[config.mk]
export PLATFORM = sky130hd
export DESIGN_NAME = ffca_need
export DESIGN_NICKNAME = d
export VERILOG_FILES = /design/src/hdl/first_fit_chunk_allocator_core_macros.svh /design/src/hdl/ffca_pkg.sv /design/src/hdl/ffca_need.sv
export SDC_FILE = /design/constraint.sdc
export NUM_CORES = 1
export LEC_CHECK = 0
export ABC_AREA = 0
export BUFFER_PORTS_ARGS = -buffer_cell sky130_fd_sc_hd__buf_2
export CORE_AREA = 8 8 47 49
export CTS_CLUSTER_DIAMETER = 40
export DETAILED_ROUTE_END_ITERATION = 7
export DIE_AREA = 0 0 55 57
export GPL_TIMING_DRIVEN = 0
export PLACE_DENSITY_LB_ADDON = 0.15
export SYNTH_ARGS = -nofsm -noshare
export SYNTH_HDL_FRONTEND = slang
export SYNTH_SLANG_ARGS = --single-unit
[constraint.sdc]
create_clock -name clk_i -period 0.8 [get_ports clk_i]
set_input_delay 0.08 -clock clk_i [delete_from_list [all_inputs] [get_ports clk_i]]
set_output_delay 0.08 -clock clk_i [all_outputs]
set_load 0.01 [all_outputs]
[src/hdl/first_fit_chunk_allocator_core_macros.svh]
// assertion macros for the first-fit chunk allocator core
// depends on clk_i and rst_ni being visible where a macro is used
`ifndef FIRST_FIT_CHUNK_ALLOCATOR_CORE_MACROS_SVH
`define FIRST_FIT_CHUNK_ALLOCATOR_CORE_MACROS_SVH
`ifndef SYNTHESIS
`define FFCA_ASSERT(lbl, prop, msg) \
  lbl: assert property (@(posedge clk_i) disable iff (!rst_ni) prop) else $error(msg);
`define FFCA_ASSERT_NEVER(lbl, cond, msg) \
  lbl: assert property (@(posedge clk_i) disable iff (!rst_ni) !(cond)) else $error(msg);
`else
`define FFCA_ASSERT(lbl, prop, msg)
`define FFCA_ASSERT_NEVER(lbl, cond, msg)
`endif
`endif

[src/hdl/ffca_pkg.sv]
// types and constants shared by the first-fit chunk allocator
// no dependencies
package ffca_pkg;

  localparam int NUM_CHUNKS   = 1024;
  localparam int CHUNK_BYTES  = 32;
  localparam int CHUNK_SHIFT  = 5;
  localparam int HEADER_BYTES = 4;
  localparam int WORD_BITS    = 32;
  localparam int NUM_WORDS    = NUM_CHUNKS / WORD_BITS;
  localparam int IDX_W        = 10;
  localparam int WIDX_W       = 5;
  localparam int BIT_W        = 5;
  localparam int CNT_W        = 11;
  localparam int REQ_W        = 16;
  localparam int TOTAL_W      = 17;
  localparam int META_W       = CNT_W + 1;

  localparam logic [1:0] ST_OK       = 2'd0;
  localparam logic [1:0] ST_NO_SPACE = 2'd1;
  localparam logic [1:0] ST_BAD_FREE = 2'd2;

  localparam logic FUNC_ALLOC = 1'b0;
  localparam logic FUNC_FREE  = 1'b1;

  typedef struct packed {
    logic             func;
    logic [REQ_W-1:0] request_bytes;
    logic [IDX_W-1:0] free_start_chunk;
  } ffca_req_t;

  typedef struct packed {
    logic [1:0]       status;
    logic [IDX_W-1:0] start_chunk;
    logic [CNT_W-1:0] chunk_count;
    logic [CNT_W-1:0] chunks_in_use;
  } ffca_res_t;

  typedef struct packed {
    logic             hit;
    logic [BIT_W-1:0] pos;
    logic [CNT_W-1:0] run;
  } ffca_scan_t;

endpackage

[src/hdl/ffca_need.sv]
// rounding unit: request plus header rounded up to whole chunks by a shift
// depends on ffca_pkg
module ffca_need import ffca_pkg::*; (
  input  logic               clk_i,
  input  logic               rst_ni,
  input  logic               start_i,
  input  logic [REQ_W-1:0]   req_bytes_i,
  output logic               done_o,
  output logic [TOTAL_W-1:0] need_o
);

  logic               done_q;
  logic [TOTAL_W-1:0] need_q;
  logic [TOTAL_W-1:0] sum;

  assign sum = TOTAL_W'(req_bytes_i) + TOTAL_W'(HEADER_BYTES + CHUNK_BYTES - 1);

  always_ff @(posedge clk_i or negedge rst_ni) begin
    if (!rst_ni) begin
      done_q <= 1'b0;
    end else begin
      done_q <= start_i;
    end
  end

  always_ff @(posedge clk_i) begin
    if (start_i) begin
      need_q <= sum >> CHUNK_SHIFT;
    end
  end

  assign done_o = done_q;
  assign need_o = need_q;

endmodule

==> impl_results.md, run 1 <==
* CP top delay family: flip-flops
* Non-filler cells in the finished layout at 107
* Pin count of the biggest net entering global routing at 14
* Worst IR drop on VDD at 0.7624 mV
* Row count at 15
* CTS max path bufs at 2
* Gate power share at 20.4%
* CTS H-Tree Depth at 1
* Root buf cell: clkbuf_4
* CP max stage delay at 380 ps
* Fmax at 1114 MHz
* Status: finished, violations left
* Core box area at 1577 um2
* Share of cells above drive strength 1 at slightly below 60%
* Cell area after synthesis at 631.9 um2
* Area grow syn2layout at 56.83%
* Antenna-violating nets left at 0
* Area leader, netlist: edfxtp_1
* Fin nets at 110
* Pins over their slew limit at 0
* # diodes at 0
* DRC viols at 0
* FF+latch count, synth at 13
* Count leader, synth: edfxtp_1
* Hold Path Origin: start_i
* Crit path capture type: output port
* CTS tree: built
* Inserted Clock Buffers at 3
* TritonRoute pass-1 iters at 2
* Min Hold Slack at 70.49 ps
* Number of DRC markers in iteration 0 at 1
* Initial antenna violation count at 0
* Top post-synthesis cells by count: edfxtp_1, xnor2_1, nand2_1
* Starting Density at between 40% and 50%
* GRT Util Overall at 10.45%
* Placed insts at 100
* Leak Pwr at 0.4217 nW
* DIE AREA at 3135 um2
* CP Buf/Inv Count at 1
* Tmin final at 897.8 ps
* Crit Path Category: register to output port
* Vias per Instance at 4.673
* Worst hold-check path type: input pin to register
* WP data required at 720 ps
* Post-DR wirelength/cell at 13.97 um
* Mapped Avg Cell Area at between 10 and 15 um2
* Sw Pwr at roughly 0.00040 W
* CTS clk-pin slew, worst paths at about 80 ps
* Warnings, synthesis at 0
* Number of max-cap violations at 0
* Global-route wire length before repair at 2387 um
* Port Buffers at 31
* Placer Congestion at 0.6511
* Cells after synthesis at 48
* Clk network pwr share at 26.9%
* Hold depth at 1
* Number of global-route vias before repair at 572
* Leading post-synthesis cells by cell area: edfxtp_1, xnor2_1, buf_4
* IO Pins at 37
* CP Launch Type: register
* Most used flip-flop cell after synthesis: edfxtp_1
* Critical Path Fanout Max at 1
* RSZ-0062 raised after global routing: true
* Gr ovfl total at 0
* FFs w/ async S/R, synth at 7.692%
* Post-synth EDFFs at 12
* DR vias at 500
* Sw Ratio at 25.68%
* TNS Setup at -921.5 ps
* Die Width at around 55 um
* Int Pwr at 0.001158 W
* WL final at 1495 um
* Final worst-path cycle share at 112.2%
* Fin. Hold Viols at 0
* Sequential share of power at between 50% and 60%
* Slowest cell on the critical path: edfxtp_1
* Final worst slack at -97.77 ps
* Worst Hold Path EP: done_o$_DFF_PN0_
* P per Cell Area at 1573 nW/um2
* Post-synth top area share at 57.03%
* Final Setup Violations at 15
* Critical Path, Cell by Cell: buf_2
* Failing checks: setup timing
* Dpl ws at -349.7 ps
* WP data arrival at 820 ps
* Sequential-to-total area share from yosys stat at 60.99%
* Synth unique cells at 16
* Clk sink count at 13
* Die span in y at between 50 and 60 um
==> cell families after synthesis <==
group,synth area share [%]
AO/OA/AOI/OAI,2.773
XOR/XNOR,15.25
buffers and inverters,6.535
flip-flops,60.99
other,0.5935
AND/OR/NAND/NOR,13.86
==> stage by stage <==
| stage | power (W) | instance area [um2] | util [%] |
|---|---|---|---|
| floorplan | 0.0009645 | 685.7 | - |
| global placement | 0.001102 | 862.1 | 54.68 |
| detailed placement | 0.001110 | 862.1 | 54.68 |
| CTS | 0.001530 | 913.4 | 57.94 |
| global route | 0.001634 | 991.0 | 62.86 |
| finish | 0.001558 | 991.0 | 62.86 |
==> layer usage <==
layer / vias to the layer above / share of wire, % / global-route usage, %
met4: 0 / 2.1 / 6.873
met1: 232 / 34 / 9.414
met5: - / 0 / 0
met2: 23 / 54 / 17.34
met3: 3 / 10 / 5.195
li1: 242 / - / -
==> worst max path at each step <==
stage	start	to	slack, ps	cells past startpoint
floorplan	req_bytes_i[8]	need_o[9]$_DFFE_PP_	-150	4
global placement	req_bytes_i[1]	need_o[5]$_DFFE_PP_	-350	5
detailed placement	req_bytes_i[1]	need_o[7]$_DFFE_PP_	-350	5
CTS	need_o[3]$_DFFE_PP_	need_o[3]	-110	1
global route	need_o[4]$_DFFE_PP_	need_o[4]	-140	1
finish	need_o[3]$_DFFE_PP_	need_o[3]	-100	1
==> sequential cells by signal, summed over array words and instances (netlist names) <==
name and cells:
need_o 12, done_o 1
==> layout make-up <==
| class | count | area [um2] |
|---|---|---|
| well taps | 17 | 21.27 |
| multi-input cells | 33 | 289.0 |
| plain buffers | 5 | 37.54 |
| clock buffers | 4 | 26.28 |
| fillers | 145 | 585.6 |
| flip-flops and latches | 13 | 385.4 |
| repair buffers | 34 | 227.7 |
| inverters | 1 | 3.754 |
==> what timing repair did <==
action,4_1_cts,5_1_grt
setup endpoints to repair,19,22
pin swaps,2,6
buffers inserted,1,1
hold endpoints to repair,1,0
gates resized for setup,1,14
hold buffers,1,0
cloned,0,0
==> cells in the final DEF (no fill, tap or decap), types with 2 or more instances in the layout <==
master,Yosys,layout
buf_2,0,24
edfxtp_1,12,12
xnor2_1,9,8
buf_4,5,7
buf_6,0,6
nand2_1,6,5
conb_1,1,5
nand3_2,0,4
clkbuf_4,0,3
xor2_1,2,2
==> power by group through the flow <==
stage,Combinational (W),Sequential (W),Clock [W]
finish,0.000318,0.000822,0.000419
global route,0.000345,0.000828,0.000461
CTS,0.000285,0.000821,0.000424
detailed placement,0.000274,0.000836,0
global placement,0.000268,0.000835,0
floorplan,0.0000929,0.000872,0
Power figures use the tool's default switching activity.
==> inputs of run 2 (changes only) <==
==> constraint.sdc (replaced) <==
create_clock -name clk_i -period 0.8 [get_ports clk_i]
set_input_delay 0.16 -clock clk_i [delete_from_list [all_inputs] [get_ports clk_i]]
set_output_delay 0.16 -clock clk_i [all_outputs]
set_load 0.01 [all_outputs]
==> run 2 against run 1 <==
- via count increased by 4.4%
- largest power group unchanged
- worst setup slack got worse by 73 ps
- critical path type unchanged
- the run still ends with setup timing left
- die area unchanged
- flip-flop and latch count unchanged
- fmax decreased by 7.6%
- critical path depth unchanged
- total power increased by 1.5%
- first-iteration DRC count increased to 4.0 times the previous value
- wire length increased by 9.2%
==> impl_results.md, run 2 (synthesis gave the netlist of run 1 again) <==
* Hold Path Origin: start_i (unchanged)
* Worst IR drop on VDD at 0.7697 mV (was 0.7624 mV)
* CTS clk-pin slew, worst paths at 80 ps (about the same)
* Die span in y at 57 um (unchanged)
* CP Buf/Inv Count at 1 (unchanged)
* TritonRoute pass-1 iters at 3 (was 2)
* Die Width at 55 um (unchanged)
* CTS tree: built (unchanged)
* IO Pins at 37 (unchanged)
* CTS H-Tree Depth at 1 (unchanged)
* CTS max path bufs at 2 (unchanged)
* Critical Path, Cell by Cell: buf_2 (unchanged)
* Worst hold-check path type: input pin to register (unchanged)
* GRT Util Overall at 11.41% (was 10.45%)
* Final Setup Violations at 22 (was 15)
* DR vias at 522 (was 500)
* Number of global-route vias before repair at 575 (was 572)
* Critical Path Fanout Max at 1 (unchanged)
* Fill count at 140 (was 145)
* Non-filler cells in the finished layout at 110 (was 107)
* Worst Hold Path EP: done_o$_DFF_PN0_ (unchanged)
* CP Launch Type: register (unchanged)
* Number of DRC markers in iteration 0 at 4 (was 1)
* WL final at 1632 um (was 1495 um)
* Area grow syn2layout at 64.16% (was 56.83%)
* Leak Pwr at 0.4399 nW (was 0.4217 nW)
* Dpl ws at -429.7 ps (was -349.7 ps)
* Starting Density at 40.08% (unchanged)
* Fmax at 1030 MHz (was 1114 MHz)
* Failing checks: setup timing (unchanged)
* DIE AREA at 3135 um2 (unchanged)
* Row count at 15 (unchanged)
* PnR Total Power at 0.001581 W (was 0.001558 W)
* Tmin final at 971.2 ps (was 897.8 ps)
* Pins over their slew limit at 0 (unchanged)
* WP data arrival at 810 ps (was 820 ps)
* Vias per Instance at 4.745 (was 4.673)
* Root buf cell: clkbuf_4 (unchanged)
* Share of cells above drive strength 1 at 63.44% (was 57.78%)
* Global-route wire length before repair at 2594 um (was 2387 um)
* Critical Path Start: need_o[3]$_DFFE_PP_ (unchanged)
* Commonest non-fill, non-tap cells in the layout: buf_2, edfxtp_1, buf_4 (was buf_2, edfxtp_1, xnor2_1)
* Pin count of the biggest net entering global routing at 14 (unchanged)
* Fin. Hold Viols at 0 (unchanged)
* Antenna-violating nets left at 0 (unchanged)
* Gr ovfl total at 0 (unchanged)
* Final worst-path cycle share at 121.4% (was 112.2%)
* Fin nets at 113 (was 110)
* # diodes at 0 (unchanged)
* Most common cell after layout, fill and taps aside: buf_2 (unchanged)
* Slowest cell on the critical path: edfxtp_1 (unchanged)
* Crit Path Category: register to output port (unchanged)
* Number of max-cap violations at 0 (unchanged)
* Post-DR wirelength/cell at 14.84 um (was 13.97 um)
* Hold depth at 1 (unchanged)
* P per Cell Area at 1524 nW/um2 (was 1573 nW/um2)
* Final worst slack at -171.2 ps (was -97.77 ps)
* Core box area at 1577 um2 (unchanged)
* Inserted Clock Buffers at 3 (unchanged)
* Initial antenna violation count at 0 (unchanged)
* CP top delay family: flip-flops (unchanged)
* CP max stage delay at 380 ps (about the same)
* WP data required at 640 ps (was 720 ps)
* Port Buffers at 31 (unchanged)
* Crit path capture type: output port (unchanged)
* Max reg flops at 12 (unchanged)
* Placer Congestion at 0.6511 (unchanged)
* Status: finished, violations left (unchanged)
* RSZ-0062 raised after global routing: true (unchanged)
* Clk sink count at 13 (unchanged)
* DRC viols at 0 (unchanged)
* Placed insts at 100 (unchanged)
[run 2: layout make-up]
cell class	count	area [um2]	area share, %
Multi-Input combinational cell	33	306.5	29.55
Timing Repair Buffer	37	256.5	24.73
Clock buffer	4	26.28	2.533
Tap cell	17	21.27	2.051
Sequential cell	13	385.4	37.15
Buffer	5	37.54	3.619
Inverter	1	3.754	0.3619
[run 2: power by group]
group          internal [W]  switching (W)
combinational      0.000170       0.000172
clock              0.000194       0.000224
sequential         0.000808      0.0000128
[run 2: how the worst max path moves through the flow]
stage | cells after the start | end | slack (ps)
global placement | 5 | need_o[5]$_DFFE_PP_ | -430
detailed placement | 5 | need_o[7]$_DFFE_PP_ | -430
global route | 1 | need_o[4] | -220
CTS | 1 | need_o[3] | -190
floorplan | 4 | need_o[9]$_DFFE_PP_ | -230
finish | 1 | need_o[3] | -170
[run 2: routing by layer]
layer / global-route usage [%] / vias to the layer above / routed length [um]
li1: - / 249 / -
met1: 10.19 / 247 / 523
met2: 19.94 / 22 / 934
met3: 5.195 / 4 / 152
met4: 6.186 / 0 / 22
met5: 0 / - / 0
[run 2: metrics by stage]
| stage | util [%] | hold WS [ps] | instance area, um2 | TNS (ps) |
|---|---|---|---|---|
| final | 65.79 | 150.6 | 1037 | -2417 |
| after global routing | 65.79 | 152.9 | 1037 | -3231 |
| after CTS | 63.57 | 154.4 | 1002 | -2347 |
| after detailed placement | 54.68 | -61.15 | 862.1 | -4157 |
| after global placement | 54.68 | -64.86 | 862.1 | -4062 |
| after floorplan | - | -135.6 | 685.7 | -1995 |
[run 2: what timing repair did]
action                     in CTS  in global routing
hold buffers                    1                  0
setup endpoints to repair      23                 24
resized for setup              15                  7
pin swaps                       7                  6
setup buffers                   4                  1
hold endpoints to repair        1                  0
gates cloned                    0                  0
==> inputs of run 3 (changes only) <==
Settings changed: CORE_AREA 8 8 47 49 to 5 5 44 46, CTS_CLUSTER_SIZE from default to 16, DIE_AREA 0 0 55 57 to 0 0 49 51.
==> run 3 against run 2 <==
- the flow still finishes with violations (setup timing)
- sequential share of layout area shrank 1.8 points
- total power decreased by 0.62%
- worst hold slack gained 13 ps
- highest routed layer unchanged
==> impl_results.md, run 3 (synthesis gave the netlist of run 1 again) <==
* Clk sink count at 13 (unchanged)
* P per Cell Area at 1444 nW/um2 (was 1524 nW/um2)
* Crit Path Category: register to output port (unchanged)
* # diodes at 0 (unchanged)
* Fmax at 1049 MHz (was 1030 MHz)
* Most common cell after layout, fill and taps aside: buf_2 (unchanged)
* Max reg flops at 12 (unchanged)
* Pins over their slew limit at 0 (unchanged)
* Clk network pwr share at 25.0% (was 26.4%)
* Vias per Instance at 4.688 (was 4.745)
* DPL Wire Length at 1027 um
* Port Buffers at 31 (unchanged)
* Core box area at 1471 um2 (was 1577 um2)
* Sequential share of power at 52.2% (was 51.9%)
* Status: finished, violations left (unchanged)
* CTS tree: built (unchanged)
* Gr ovfl total at 0 (unchanged)
* Leak Pwr at 0.4722 nW (was 0.4399 nW)
* Int Pwr at 0.001187 W (was 0.001172 W)
* Antenna-violating nets left at 0 (unchanged)
* Critical Path, Cell by Cell: buf_2 (unchanged)
* Min Hold Slack at 163.6 ps (was 150.6 ps)
* WP data arrival at 790 ps (was 810 ps)
* PnR Total Power at 0.001571 W (was 0.001581 W)
* Failing checks: setup timing (unchanged)
* Final worst slack at -153.6 ps (was -171.2 ps)
* Number of DRC markers in iteration 0 at 2 (was 4)
* Die Width at 49 um (was 55 um)
* CTS clk-pin slew, worst paths at 80 ps (about the same)
* Share of cells above drive strength 1 at 66.67% (was 63.44%)
* WL final at 1481 um (was 1632 um)
* Final Setup Violations at 22 (unchanged)
* Area grow syn2layout at 72.28% (was 64.16%)
* DRC viols at 0 (unchanged)
* DR vias at 525 (was 522)
* Number of max-cap violations at 0 (unchanged)
* CP top delay family: flip-flops (unchanged)
* Final worst-path cycle share at 119.2% (was 121.4%)
* Fill count at 101 (was 140)
* Post-DR wirelength/cell at 13.22 um (was 14.84 um)
* Hold depth at 1 (unchanged)
* Pin count of the biggest net entering global routing at 14 (unchanged)
* Row count at 14 (was 15)
* IO Pins at 37 (unchanged)
* Inserted Clock Buffers at 3 (unchanged)
* CTS max path bufs at 2 (unchanged)
* Sw Pwr at 0.0003844 W (was 0.0004091 W)
* Tmin final at 953.6 ps (was 971.2 ps)
* CTS H-Tree Depth at 1 (unchanged)
* CP max stage delay at 370 ps (was 380 ps)
* Initial antenna violation count at 0 (unchanged)
* Slowest cell on the critical path: edfxtp_1 (unchanged)
* Placer Congestion at 0.6661 (was 0.6511)
* WP depth at 1 (unchanged)
* Commonest non-fill, non-tap cells in the layout: buf_2, buf_4, edfxtp_1 (was buf_2, edfxtp_1, buf_4)
* CP Launch Type: register (unchanged)
* WP data required at 640 ps (about the same)
* CP Buf/Inv Count at 1 (unchanged)
* DIE AREA at 2499 um2 (was 3135 um2)
* Crit path capture type: output port (unchanged)
* Fin. Hold Viols at 0 (unchanged)
* Worst hold-check path type: input pin to register (unchanged)
* TritonRoute pass-1 iters at 3 (unchanged)
* Fin nets at 116 (was 113)
* Sw Ratio at 24.46% (was 25.87%)
* Dpl ws at -439.5 ps (was -429.7 ps)
* Gate power share at 22.8% (was 21.7%)
* Root buf cell: clkbuf_4 (unchanged)
* RSZ-0062 raised after global routing: true (unchanged)
* Starting Density at 42.94% (was 40.08%)
* GRT Util Overall at 12.47% (was 11.41%)
* Die span in y at 51 um (was 57 um)
* Critical Path Fanout Max at 1 (unchanged)
* Number of global-route vias before repair at 522 (was 575)
* Worst IR drop on VDD at 0.6925 mV (was 0.7697 mV)
* TNS Setup at -2353 ps (was -2417 ps)
* Global-route wire length before repair at 2283 um (was 2594 um)
run 3: changes by cell type in the layout (fill, tap and decap cells not counted), sizes merged:
cell,change
buf,+3
run 3: final cells by class:
class	count	area (um2)	area share (%)
clock buffer	4	26.28	2.414
inverter	1	3.754	0.3448
multi-input combinational	33	326.6	30.00
buffer	5	37.54	3.448
tap	16	20.02	1.839
timing repair buffer	40	289.0	26.55
sequential	13	385.4	35.40
run 3: what timing repair did:
item	4_1_cts	5_1_grt
buffers inserted	3	5
hold buffers	1	0
gates resized for setup	20	6
cloned	0	0
pin swaps	11	8
setup endpoints to repair	23	24
hold endpoints to repair	1	0
run 3: final timing paths:
path	startpoint	endpoint	slack (ps)
max	need_o[6]$_DFFE_PP_	need_o[6]	-150
max in group asynchronous	rst_ni	done_o$_DFF_PN0_	530
min in group asynchronous	rst_ni	done_o$_DFF_PN0_	190
min	start_i	done_o$_DFF_PN0_	160
run 3: routing by layer:
layer	part of all wire [%]	vias up	global-route usage, %
li1	-	255	-
met1	38	244	12.66
met2	52	24	20.65
met3	7.6	2	4.070
met4	2.3	0	10.76
met5	0	-	0
run 3: power by group through the flow:
stage	Combinational, W	Clock [W]	Sequential [W]
3_5_place_dp	0.000270	0	0.000837
5_1_grt	0.000387	0.000434	0.000827
3_3_place_gp	0.000267	0	0.000834
6_report	0.000359	0.000392	0.000820
2_1_floorplan	0.0000929	0	0.000872
4_1_cts	0.000330	0.000403	0.000821
run 3: metrics by stage:
step	area (um2)	instances	util, %
floorplan	685.7	52	-
global placement	860.8	99	58.50
detailed placement	860.8	99	58.50
CTS	1025	107	69.64
global route	1089	112	73.98
finish	1089	112	73.98
